### src/hw/rtl/i2cmw_pkg.sv
// ----------------------------------------------------------------------------
// I2C master write engine package
// Shared types and constants for the front end, the queue and the bus engine.
// ----------------------------------------------------------------------------
package i2cmw_pkg;

   localparam int unsigned FIFO_DEPTH_DEFAULT = 4;
   localparam logic [15:0] HALF_PERIOD_RESET  = 16'd50;
   localparam logic [7:0]  SHIFT_IDLE         = 8'hFF;

   // Opcodes on the request channel.
   localparam logic [1:0] OP_START = 2'd0;
   localparam logic [1:0] OP_WRITE = 2'd1;
   localparam logic [1:0] OP_STOP  = 2'd2;
   localparam logic [1:0] OP_TICK  = 2'd3;

   // Status codes on the response channel.
   localparam logic [1:0] STATUS_OK        = 2'd0;
   localparam logic [1:0] STATUS_NACK      = 2'd1;
   localparam logic [1:0] STATUS_NO_START  = 2'd2;
   localparam logic [1:0] STATUS_NO_STOP   = 2'd3;

   typedef enum logic [1:0] {
      KIND_START = 2'd0,
      KIND_WRITE = 2'd1,
      KIND_STOP  = 2'd2,
      KIND_TICK  = 2'd3
   } kind_type;

   // One classified word as it travels through the queue.
   typedef struct packed {
      kind_type   kind;
      logic [7:0] tx_byte;
      logic       scl;
      logic       sda;
   } item_type;

   typedef enum logic [9:0] {
      PH_IDLE       = 10'b00_0000_0001,
      PH_START_HOLD = 10'b00_0000_0010,
      PH_START_LOW  = 10'b00_0000_0100,
      PH_BIT_HIGH   = 10'b00_0000_1000,
      PH_BIT_LOW    = 10'b00_0001_0000,
      PH_ACK_HIGH   = 10'b00_0010_0000,
      PH_ACK_LOW    = 10'b00_0100_0000,
      PH_STOP_LOW   = 10'b00_1000_0000,
      PH_STOP_HIGH  = 10'b01_0000_0000,
      PH_STOP_CHECK = 10'b10_0000_0000
   } phase_type;

endpackage

### src/hw/rtl/i2c_master_write_engine.sv
// ----------------------------------------------------------------------------
// I2C master write engine
// Tick-driven I2C master transmitter: START with address, data byte writes
// with ACK sampling, STOP, clock stretching and condition checks.
//
//   channel  direction  handshake          content
//   req      in         req_valid/stall    op, address, rw, data, line samples
//   rsp      out        rsp_valid/stall    line drives, busy, done, status
//   csr      in         csr_valid/ready    half_period_ticks
//
// One word is accepted and one response produced every clock while neither
// req_stall nor rsp_stall holds the flow; the bus sequencer updates its state
// once per word. A response is registered from the queue head, so each word
// passes a queue slot and then the response register. The queue holds
// FIFO_DEPTH words, and req_stall is high exactly when it is full. Reset is
// synchronous and returns the bus to idle with both lines released.
// ----------------------------------------------------------------------------
module i2c_master_write_engine
   import i2cmw_pkg::*;
#(
   parameter int unsigned FIFO_DEPTH = FIFO_DEPTH_DEFAULT
) (
   input  logic        clock,
   input  logic        reset,
   input  logic        req_valid,
   output logic        req_stall,
   input  logic [1:0]  req_op,
   input  logic [6:0]  req_slave_addr,
   input  logic        req_read_not_write,
   input  logic [7:0]  req_data_byte,
   input  logic        req_scl_in,
   input  logic        req_sda_in,
   output logic        rsp_valid,
   input  logic        rsp_stall,
   output logic        rsp_scl_release,
   output logic        rsp_sda_release,
   output logic        rsp_busy_res,
   output logic        rsp_done_res,
   output logic [1:0]  rsp_status,
   input  logic        csr_valid,
   output logic        csr_ready,
   input  logic [15:0] csr_half_period_ticks
);

   item_type front_item;
   item_type head_item;
   logic     fifo_full;
   logic     head_valid;
   logic     pop;

   assign req_stall = fifo_full;
   assign csr_ready = 1'b1;

   i2cmw_front u_front (
      .req_op             (req_op),
      .req_slave_addr     (req_slave_addr),
      .req_read_not_write (req_read_not_write),
      .req_data_byte      (req_data_byte),
      .req_scl_in         (req_scl_in),
      .req_sda_in         (req_sda_in),
      .item               (front_item)
   );

   i2cmw_fifo #(
      .FIFO_DEPTH (FIFO_DEPTH)
   ) u_fifo (
      .clock      (clock),
      .reset      (reset),
      .push       (req_valid && !req_stall),
      .push_item  (front_item),
      .full       (fifo_full),
      .pop        (pop),
      .head_valid (head_valid),
      .head_item  (head_item)
   );

   i2cmw_engine u_engine (
      .clock                 (clock),
      .reset                 (reset),
      .csr_valid             (csr_valid && csr_ready),
      .csr_half_period_ticks (csr_half_period_ticks),
      .head_valid            (head_valid),
      .head_item             (head_item),
      .pop                   (pop),
      .rsp_valid             (rsp_valid),
      .rsp_stall             (rsp_stall),
      .rsp_scl_release       (rsp_scl_release),
      .rsp_sda_release       (rsp_sda_release),
      .rsp_busy_res          (rsp_busy_res),
      .rsp_done_res          (rsp_done_res),
      .rsp_status            (rsp_status)
   );

endmodule

### src/hw/rtl/i2cmw_front.sv
// ----------------------------------------------------------------------------
// I2C master write engine front end
// Classifies each request word and builds the byte that its command sends.
// ----------------------------------------------------------------------------
module i2cmw_front
   import i2cmw_pkg::*;
(
   input  logic [1:0] req_op,
   input  logic [6:0] req_slave_addr,
   input  logic       req_read_not_write,
   input  logic [7:0] req_data_byte,
   input  logic       req_scl_in,
   input  logic       req_sda_in,
   output item_type   item
);

   always_comb begin
      item.scl = req_scl_in;
      item.sda = req_sda_in;
      case (req_op)
         OP_START: begin
            item.kind    = KIND_START;
            item.tx_byte = {req_slave_addr, req_read_not_write};
         end
         OP_WRITE: begin
            item.kind    = KIND_WRITE;
            item.tx_byte = req_data_byte;
         end
         OP_STOP: begin
            item.kind    = KIND_STOP;
            item.tx_byte = req_data_byte;
         end
         default: begin
            item.kind    = KIND_TICK;
            item.tx_byte = req_data_byte;
         end
      endcase
   end

endmodule

### src/hw/rtl/i2cmw_fifo.sv
// ----------------------------------------------------------------------------
// I2C master write engine queue
// Small first-in first-out buffer between the front end and the bus engine.
// ----------------------------------------------------------------------------
module i2cmw_fifo
   import i2cmw_pkg::*;
#(
   parameter int unsigned FIFO_DEPTH = FIFO_DEPTH_DEFAULT
) (
   input  logic     clock,
   input  logic     reset,
   input  logic     push,
   input  item_type push_item,
   output logic     full,
   input  logic     pop,
   output logic     head_valid,
   output item_type head_item
);

   localparam int unsigned PTR_W = (FIFO_DEPTH > 1) ? $clog2(FIFO_DEPTH) : 1;
   localparam int unsigned CNT_W = $clog2(FIFO_DEPTH + 1);
   localparam logic [CNT_W-1:0] CNT_FULL = CNT_W'(FIFO_DEPTH);
   localparam logic [PTR_W-1:0] PTR_LAST = PTR_W'(FIFO_DEPTH - 1);

   item_type         slot_ff [FIFO_DEPTH];
   logic [PTR_W-1:0] wr_ptr_ff, wr_ptr_in;
   logic [PTR_W-1:0] rd_ptr_ff, rd_ptr_in;
   logic [CNT_W-1:0] count_ff, count_in;

   assign full       = (count_ff == CNT_FULL);
   assign head_valid = (count_ff != '0);
   assign head_item  = slot_ff[rd_ptr_ff];

   always_comb begin
      wr_ptr_in = wr_ptr_ff;
      rd_ptr_in = rd_ptr_ff;
      count_in  = count_ff;
      if (push) begin
         wr_ptr_in = (wr_ptr_ff == PTR_LAST) ? '0 : wr_ptr_ff + PTR_W'(1);
      end
      if (pop) begin
         rd_ptr_in = (rd_ptr_ff == PTR_LAST) ? '0 : rd_ptr_ff + PTR_W'(1);
      end
      if (push && !pop) begin
         count_in = count_ff + CNT_W'(1);
      end else if (pop && !push) begin
         count_in = count_ff - CNT_W'(1);
      end
   end

   always_ff @(posedge clock) begin
      if (reset) begin
         wr_ptr_ff <= '0;
         rd_ptr_ff <= '0;
         count_ff  <= '0;
      end else begin
         wr_ptr_ff <= wr_ptr_in;
         rd_ptr_ff <= rd_ptr_in;
         count_ff  <= count_in;
      end
   end

   always_ff @(posedge clock) begin
      if (push) begin
         slot_ff[wr_ptr_ff] <= push_item;
      end
   end

   a_no_overflow: assert property (@(posedge clock) disable iff (reset)
      push |-> !full)
      else $error("queue written while full");

   a_no_underflow: assert property (@(posedge clock) disable iff (reset)
      pop |-> head_valid)
      else $error("queue read while empty");

   a_count_bound: assert property (@(posedge clock) disable iff (reset)
      count_ff <= CNT_FULL)
      else $error("queue count beyond depth");

endmodule

### src/hw/rtl/i2cmw_engine.sv
// ----------------------------------------------------------------------------
// I2C master write engine bus sequencer
// Runs the START, byte, ACK and STOP phases one queued word per cycle unless
// rsp stalls, and holds each response in an output register until taken.
// ----------------------------------------------------------------------------
module i2cmw_engine
   import i2cmw_pkg::*;
(
   input  logic        clock,
   input  logic        reset,
   input  logic        csr_valid,
   input  logic [15:0] csr_half_period_ticks,
   input  logic        head_valid,
   input  item_type    head_item,
   output logic        pop,
   output logic        rsp_valid,
   input  logic        rsp_stall,
   output logic        rsp_scl_release,
   output logic        rsp_sda_release,
   output logic        rsp_busy_res,
   output logic        rsp_done_res,
   output logic [1:0]  rsp_status
);

   logic [15:0] half_period_ff;
   phase_type   phase_ff, phase_in;
   logic [7:0]  shift_ff, shift_in;
   logic [3:0]  bit_count_ff, bit_count_in;
   logic [15:0] tick_count_ff, tick_count_in;
   logic        scl_drive_ff, scl_drive_in;
   logic        sda_drive_ff, sda_drive_in;
   logic        seen_ff, seen_in;
   logic [1:0]  status_ff, status_in;
   logic        done;

   logic        rsp_valid_ff;
   logic        rsp_scl_ff, rsp_sda_ff, rsp_busy_ff, rsp_done_ff;
   logic [1:0]  rsp_status_ff;

   logic [15:0] limit;
   logic [15:0] tick_inc;
   logic        level_match;
   logic        elapsed;
   logic [15:0] tick_adv;
   logic [7:0]  shift_next;
   logic [3:0]  bit_next;

   assign pop = head_valid && (!rsp_valid_ff || !rsp_stall);

   // The half-period counter only advances while SCL reads the driven level,
   // which is what lets a slave stretch the clock.
   assign limit       = (half_period_ff == '0) ? 16'd1 : half_period_ff;
   assign tick_inc    = tick_count_ff + 16'd1;
   assign level_match = (head_item.scl == scl_drive_ff);
   assign elapsed     = level_match && (tick_inc >= limit);
   assign tick_adv    = !level_match ? tick_count_ff : (elapsed ? 16'd0 : tick_inc);
   assign shift_next  = {shift_ff[6:0], 1'b1};
   assign bit_next    = bit_count_ff + 4'd1;

   always_comb begin
      phase_in      = phase_ff;
      shift_in      = shift_ff;
      bit_count_in  = bit_count_ff;
      tick_count_in = tick_count_ff;
      scl_drive_in  = scl_drive_ff;
      sda_drive_in  = sda_drive_ff;
      seen_in       = seen_ff;
      status_in     = status_ff;
      done          = 1'b0;
      if (head_item.kind != KIND_TICK) begin
         if (phase_ff == PH_IDLE) begin
            tick_count_in = '0;
            bit_count_in  = '0;
            seen_in       = 1'b0;
            status_in     = STATUS_OK;
            case (head_item.kind)
               KIND_START: begin
                  shift_in     = head_item.tx_byte;
                  scl_drive_in = 1'b1;
                  sda_drive_in = 1'b0;
                  phase_in     = PH_START_HOLD;
               end
               KIND_WRITE: begin
                  shift_in     = head_item.tx_byte;
                  scl_drive_in = 1'b0;
                  sda_drive_in = head_item.tx_byte[7];
                  phase_in     = PH_BIT_LOW;
               end
               default: begin
                  scl_drive_in = 1'b0;
                  sda_drive_in = 1'b0;
                  phase_in     = PH_STOP_LOW;
               end
            endcase
         end
      end else begin
         case (phase_ff)
            PH_START_HOLD: begin
               tick_count_in = tick_adv;
               if (head_item.scl && !head_item.sda) begin
                  seen_in = 1'b1;
               end
               if (elapsed) begin
                  scl_drive_in = 1'b0;
                  sda_drive_in = shift_ff[7];
                  phase_in     = PH_START_LOW;
               end
            end
            PH_START_LOW: begin
               tick_count_in = tick_adv;
               if (elapsed) begin
                  if (!seen_ff) begin
                     status_in    = STATUS_NO_START;
                     sda_drive_in = 1'b1;
                     done         = 1'b1;
                     phase_in     = PH_IDLE;
                  end else begin
                     scl_drive_in = 1'b1;
                     phase_in     = PH_BIT_HIGH;
                  end
               end
            end
            PH_BIT_HIGH: begin
               tick_count_in = tick_adv;
               if (elapsed) begin
                  scl_drive_in = 1'b0;
                  shift_in     = shift_next;
                  bit_count_in = bit_next;
                  sda_drive_in = (bit_next >= 4'd8) ? 1'b1 : shift_next[7];
                  phase_in     = PH_BIT_LOW;
               end
            end
            PH_BIT_LOW: begin
               tick_count_in = tick_adv;
               if (elapsed) begin
                  scl_drive_in = 1'b1;
                  phase_in     = (bit_count_ff >= 4'd8) ? PH_ACK_HIGH : PH_BIT_HIGH;
               end
            end
            PH_ACK_HIGH: begin
               tick_count_in = tick_adv;
               if (elapsed) begin
                  status_in    = head_item.sda ? STATUS_NACK : STATUS_OK;
                  scl_drive_in = 1'b0;
                  phase_in     = PH_ACK_LOW;
               end
            end
            PH_ACK_LOW: begin
               tick_count_in = tick_adv;
               if (elapsed) begin
                  bit_count_in = '0;
                  shift_in     = SHIFT_IDLE;
                  done         = 1'b1;
                  phase_in     = PH_IDLE;
               end
            end
            PH_STOP_LOW: begin
               tick_count_in = tick_adv;
               if (elapsed) begin
                  scl_drive_in = 1'b1;
                  phase_in     = PH_STOP_HIGH;
               end
            end
            PH_STOP_HIGH: begin
               tick_count_in = tick_adv;
               if (head_item.scl && !head_item.sda) begin
                  seen_in = 1'b1;
               end
               if (elapsed) begin
                  sda_drive_in = 1'b1;
                  phase_in     = PH_STOP_CHECK;
               end
            end
            PH_STOP_CHECK: begin
               // The tick after SDA is released must see both lines high.
               status_in = (seen_ff && head_item.scl && head_item.sda) ?
                           STATUS_OK : STATUS_NO_STOP;
               seen_in   = 1'b0;
               done      = 1'b1;
               phase_in  = PH_IDLE;
            end
            PH_IDLE: begin
               phase_in = PH_IDLE;
            end
            default: begin
               phase_in = PH_IDLE;
            end
         endcase
      end
   end

   always_ff @(posedge clock) begin
      if (reset) begin
         half_period_ff <= HALF_PERIOD_RESET;
      end else if (csr_valid) begin
         half_period_ff <= csr_half_period_ticks;
      end
   end

   always_ff @(posedge clock) begin
      if (reset) begin
         phase_ff      <= PH_IDLE;
         shift_ff      <= SHIFT_IDLE;
         bit_count_ff  <= '0;
         tick_count_ff <= '0;
         scl_drive_ff  <= 1'b1;
         sda_drive_ff  <= 1'b1;
         seen_ff       <= 1'b0;
         status_ff     <= STATUS_OK;
      end else if (pop) begin
         phase_ff      <= phase_in;
         shift_ff      <= shift_in;
         bit_count_ff  <= bit_count_in;
         tick_count_ff <= tick_count_in;
         scl_drive_ff  <= scl_drive_in;
         sda_drive_ff  <= sda_drive_in;
         seen_ff       <= seen_in;
         status_ff     <= status_in;
      end
   end

   always_ff @(posedge clock) begin
      if (reset) begin
         rsp_valid_ff <= 1'b0;
      end else if (pop) begin
         rsp_valid_ff <= 1'b1;
      end else if (!rsp_stall) begin
         rsp_valid_ff <= 1'b0;
      end
   end

   always_ff @(posedge clock) begin
      if (pop) begin
         rsp_scl_ff    <= scl_drive_in;
         rsp_sda_ff    <= sda_drive_in;
         rsp_busy_ff   <= (phase_in != PH_IDLE);
         rsp_done_ff   <= done;
         rsp_status_ff <= status_in;
      end
   end

   assign rsp_valid       = rsp_valid_ff;
   assign rsp_scl_release = rsp_scl_ff;
   assign rsp_sda_release = rsp_sda_ff;
   assign rsp_busy_res    = rsp_busy_ff;
   assign rsp_done_res    = rsp_done_ff;
   assign rsp_status      = rsp_status_ff;

   a_hold_when_stalled: assert property (@(posedge clock) disable iff (reset)
      (rsp_valid_ff && rsp_stall) |-> !pop)
      else $error("engine advanced while a response was stalled");

   a_done_not_busy: assert property (@(posedge clock) disable iff (reset)
      (rsp_valid_ff && rsp_done_ff) |-> !rsp_busy_ff)
      else $error("finished response still reports busy");

   a_idle_counters_clear: assert property (@(posedge clock) disable iff (reset)
      (phase_ff == PH_IDLE) |-> (tick_count_ff == '0 && bit_count_ff == '0))
      else $error("counters left nonzero in idle");

   a_bit_count_range: assert property (@(posedge clock) disable iff (reset)
      bit_count_ff <= 4'd8)
      else $error("bit counter ran past a byte");

endmodule

### config.mk
export PLATFORM = sky130hd
export DESIGN_NAME = i2c_master_write_engine
export DESIGN_NICKNAME = d
export VERILOG_FILES = /design/src/hw/rtl/i2cmw_pkg.sv /design/src/hw/rtl/i2c_master_write_engine.sv /design/src/hw/rtl/i2cmw_front.sv /design/src/hw/rtl/i2cmw_fifo.sv /design/src/hw/rtl/i2cmw_engine.sv
export SDC_FILE = /design/constraint.sdc
export NUM_CORES = 1
export LEC_CHECK = 0
export BUFFER_PORTS_ARGS = -buffer_cell sky130_fd_sc_hd__buf_2
export CORE_MARGIN = 1.5
export CORE_UTILIZATION = 56
export DETAILED_ROUTE_END_ITERATION = 8
export GPL_TIMING_DRIVEN = 0
export PLACE_DENSITY = 0.71
export SLEW_MARGIN = 40
export SYNTH_ARGS = -nofsm -noshare
export SYNTH_HDL_FRONTEND = slang
export SYNTH_SLANG_ARGS = --single-unit
### constraint.sdc
create_clock -name clock -period 11.7 [get_ports clock]
set_clock_uncertainty 0.1 [all_clocks]
set_input_delay 2.34 -clock clock [delete_from_list [all_inputs] [get_ports clock]]
set_output_delay 2.34 -clock clock [all_outputs]
set_load 0.01 [all_outputs]
==> impl_metrics.env <==
export IMPL_status="finished, final reports clean"
export IMPL_period_share=0.404
export IMPL_start_kind="flip-flop"
export IMPL_worst_pin_slew_ns=0.803
export IMPL_fin_crit_ns=4.73
export IMPL_path_delay_family="compound AO/OA/AOI/OAI gates"
export IMPL_regToRegSetupSlack_ns=6.97
export IMPL_drtIter0Drc=445
export IMPL_vdd_drop_max_uv=149
export IMPL_place_gp_congestion=0.927
export IMPL_cp_num_buf_inv=3
export IMPL_clkTransAtPathRegs_ns=0.06
export IMPL_yosysSeqAreaShare=0.482
export IMPL_critPathArrivalTime_ns=5.06
export IMPL_leakagePower_uw=0.00282
export IMPL_routedWlPerCell_um=18.6
export IMPL_h_tree_depth=4
export IMPL_grt_max_degree=17
export IMPL_post_cts_buffers=0
export IMPL_setup_ws_ns=6.97
export IMPL_die_y_um=108
export IMPL_first_global_vias=4818
export IMPL_antenna_found_initial=0
export IMPL_drc=0
export IMPL_ys_flop_type="dfxtp_1"
export IMPL_cpMaxStageDelayCell="a211oi_1"
export IMPL_wl_mm=15.3
export IMPL_grt_pass1_wl_mm=24.3
export IMPL_fmax_ghz=0.212
export IMPL_synth_net_count=671
export IMPL_worst_hold_path_type="reg2reg"
export IMPL_cts_buffers=17
export IMPL_cts_root_buf="clkbuf_8"
export IMPL_fin_tns_setup_ns=0
export IMPL_cts_buffer_depth=2
export IMPL_cts_hold_buffers_added=0
export IMPL_cap_violations=0
export IMPL_setup_viol=0
export IMPL_holdWs_ns=0.366
export IMPL_p_per_area_mw_per_mm2=224
export IMPL_num_antenna_cells=0
export IMPL_synthTopCellsByArea="edfxtp_1, dfxtp_1, ha_1"
export IMPL_end_kind="flip-flop"
export IMPL_synth_cell_types=70
export IMPL_cpPeakStageDelay_ns=0.60
export IMPL_hpwl_mm=10.7
export IMPL_drt_pass1_iter_count=6
export IMPL_worstSetupPathDepth=17
export IMPL_crit_required_ns=12.04
export IMPL_insertion_delay_ns=0.53
export IMPL_ioPinCount=50
export IMPL_synth_seq_cells=123
export IMPL_antenna_left=0
export IMPL_start_util=0.575
export IMPL_dp_slack_ns=6.98
export IMPL_netlist_top_cells_count="dfxtp_1, edfxtp_1, nor2_1, nand2_1, a21oi_1"
export IMPL_yosys_area_top_type="edfxtp_1"
export IMPL_hold_viol=0
export IMPL_synth_most_common_cell="dfxtp_1"
export IMPL_synthCells=604
export IMPL_cts_tree="yes"
export IMPL_port_buffers=46
export IMPL_avgViaCountPerCell=6.09
export IMPL_utilization=0.670
export IMPL_ctsResizeCount=0
export IMPL_grtUsageTotal=0.274
export IMPL_die_w_um=108
export IMPL_placementRows=38
export IMPL_fill_cells=839
export IMPL_cp_max_fo=10
export IMPL_rsz0062_at_grt="false"
export IMPL_ys_warn_count=0
export IMPL_area_growth_pct=16.5
export IMPL_rr_worst_depth=17
export IMPL_syn_area_mm2=0.00623
export IMPL_slew_headroom=0.460
export IMPL_core_region_area_mm2=0.0108
export IMPL_holdPathStages=2
export IMPL_synth_edf_count=54
export IMPL_via_count=4997
export IMPL_critPathKind="reg2reg"
export IMPL_critPathMostFrequentCell="clkbuf_1"
export IMPL_synth_top_cell_area_share=0.260
export IMPL_clock_sinks=123
export IMPL_grt_overflow=0
export IMPL_path_cells="ha_1, and3_1, nand3_1, or2_2, clkbuf_1, nor2_1, nand3_1, xnor2_1, ha_1, nand4_1, nor2_1, a211o_1, clkbuf_1, clkbuf_1, a211oi_1, a21oi_1, o21ai_0"
export IMPL_synthArstFlopShare=0
export IMPL_slew_violations=0
export IMPL_synth_area_per_cell_um2=10.3
export IMPL_nets=736
export IMPL_drive_gt1_frac=0.166
export IMPL_dieArea_mm2=0.0118
[through the flow]
step                      total power (µW)  std cells  cell area [µm²]
after floorplan                        932        604             6230
after global placement                1070        790             6640
after detailed placement              1080        790             6640
after CTS                             1620        821             7250
after global routing                  1710        821             7260
final                                 1630        821             7260
[worst register-to-register path, delay by kind of cell, from the launching register on]
kind,cells,cell delay [ns]
compound gates,4,1.29
simple gates,7,1.27
buf+inv,3,0.71
fa+ha+maj,2,0.56
flops,1,0.44
xor+xnor,1,0.28
[worst paths after layout]
| kind | from | endpoint |
|---|---|---|
| setup / recovery | u_engine.tick_count_ff[0]$_SDFFE_PP0P_ | u_engine.tick_count_ff[11]$_SDFFE_PP0P_ |
| hold / removal | u_engine.rsp_valid$_SDFFE_PP0P_ | u_engine.rsp_valid$_SDFFE_PP0P_ |
| setup reg to reg | u_engine.tick_count_ff[0]$_SDFFE_PP0P_ | u_engine.tick_count_ff[11]$_SDFFE_PP0P_ |
| hold reg to reg | u_engine.rsp_valid$_SDFFE_PP0P_ | u_engine.rsp_valid$_SDFFE_PP0P_ |
[sequential cells by signal, summed over array words and instances, names as in the netlist, named ones only]
| signal | count |
|---|---|
| u_engine.rsp_done_res | 1 |
| u_engine.sda_drive_ff | 1 |
| u_engine.rsp_status | 2 |
| u_engine.shift_ff | 8 |
| u_fifo.wr_ptr_ff | 2 |
| u_engine.half_period_ff | 16 |
| u_engine.bit_count_ff | 4 |
| u_engine.rsp_valid | 1 |
| u_engine.tick_count_ff | 16 |
| u_engine.rsp_busy_res | 1 |
| u_engine.phase_ff | 10 |
| u_engine.rsp_sda_release | 1 |
| u_engine.seen_ff | 1 |
| u_fifo.count_ff | 3 |
| u_fifo.rd_ptr_ff | 2 |
| u_fifo.slot_ff | 48 |
| u_engine.status_ff | 2 |
| u_engine.rsp_scl_release | 1 |
| u_engine.scl_drive_ff | 1 |
[kinds of logic after synthesis]
group / synth area share
adders and majority gates: 0.0534
xor gates and xnor gates: 0.0309
muxes: 0.0851
other: 0.000602
and+or+nand+nor: 0.160
buffers and inverters: 0.0430
AOI/OAI and AO/OA: 0.145
DFF: 0.482
[report_power, final]
group | switching, µW | total [µW] | internal, µW
Combinational | 333 | 526 | 193
Clock | 195 | 540 | 345
Sequential | 39.1 | 562 | 522
Total | 567 | 1630 | 1060
[layout by cell type, fill, tap and decap left out, types with 4 or more instances in the layout]
cell,netlist,final
a211o_1,4,4
a21oi_1,33,33
a22o_1,7,7
a31oi_1,10,10
and2_1,9,9
and3_1,7,7
buf_1,4,4
buf_2,4,50
bufinv_16,0,4
clkbuf_1,25,25
clkbuf_16,0,16
clkinv_4,0,4
dfxtp_1,69,69
edfxtp_1,54,54
ha_1,25,25
inv_1,28,28
mux2_2,8,8
mux2i_1,17,17
mux4_2,12,12
nand2_1,44,44
nand3_1,21,21
nand4_1,5,5
nor2_1,48,48
nor3_1,13,13
nor4_1,9,8
o211ai_1,13,13
o21ai_0,29,29
or3_1,17,17
xnor2_1,12,12
xor2_1,10,10
[area by class of cell]
cell class	instances	area [µm²]	share of cell area
Tap cell	140	175	0.0241
Timing Repair Buffer	46	230	0.0317
Buffer	36	159	0.0219
Clock buffer	17	414	0.0570
Clock inverter	14	195	0.0269
Multi-Input combinational cell	416	2980	0.410
Inverter	29	109	0.0150
Sequential cell	123	3000	0.414
[per-layer routing]
layer | wire length [µm] | vias to the layer above | global-route usage
met3 | 959 | 20 | 0.0663
met2 | 7450 | 187 | 0.460
met5 | 0 | - | 0
met4 | 229 | 0 | 0.0949
met1 | 6620 | 2400 | 0.344
li1 | - | 2390 | -
Power figures use the tool's default switching activity.
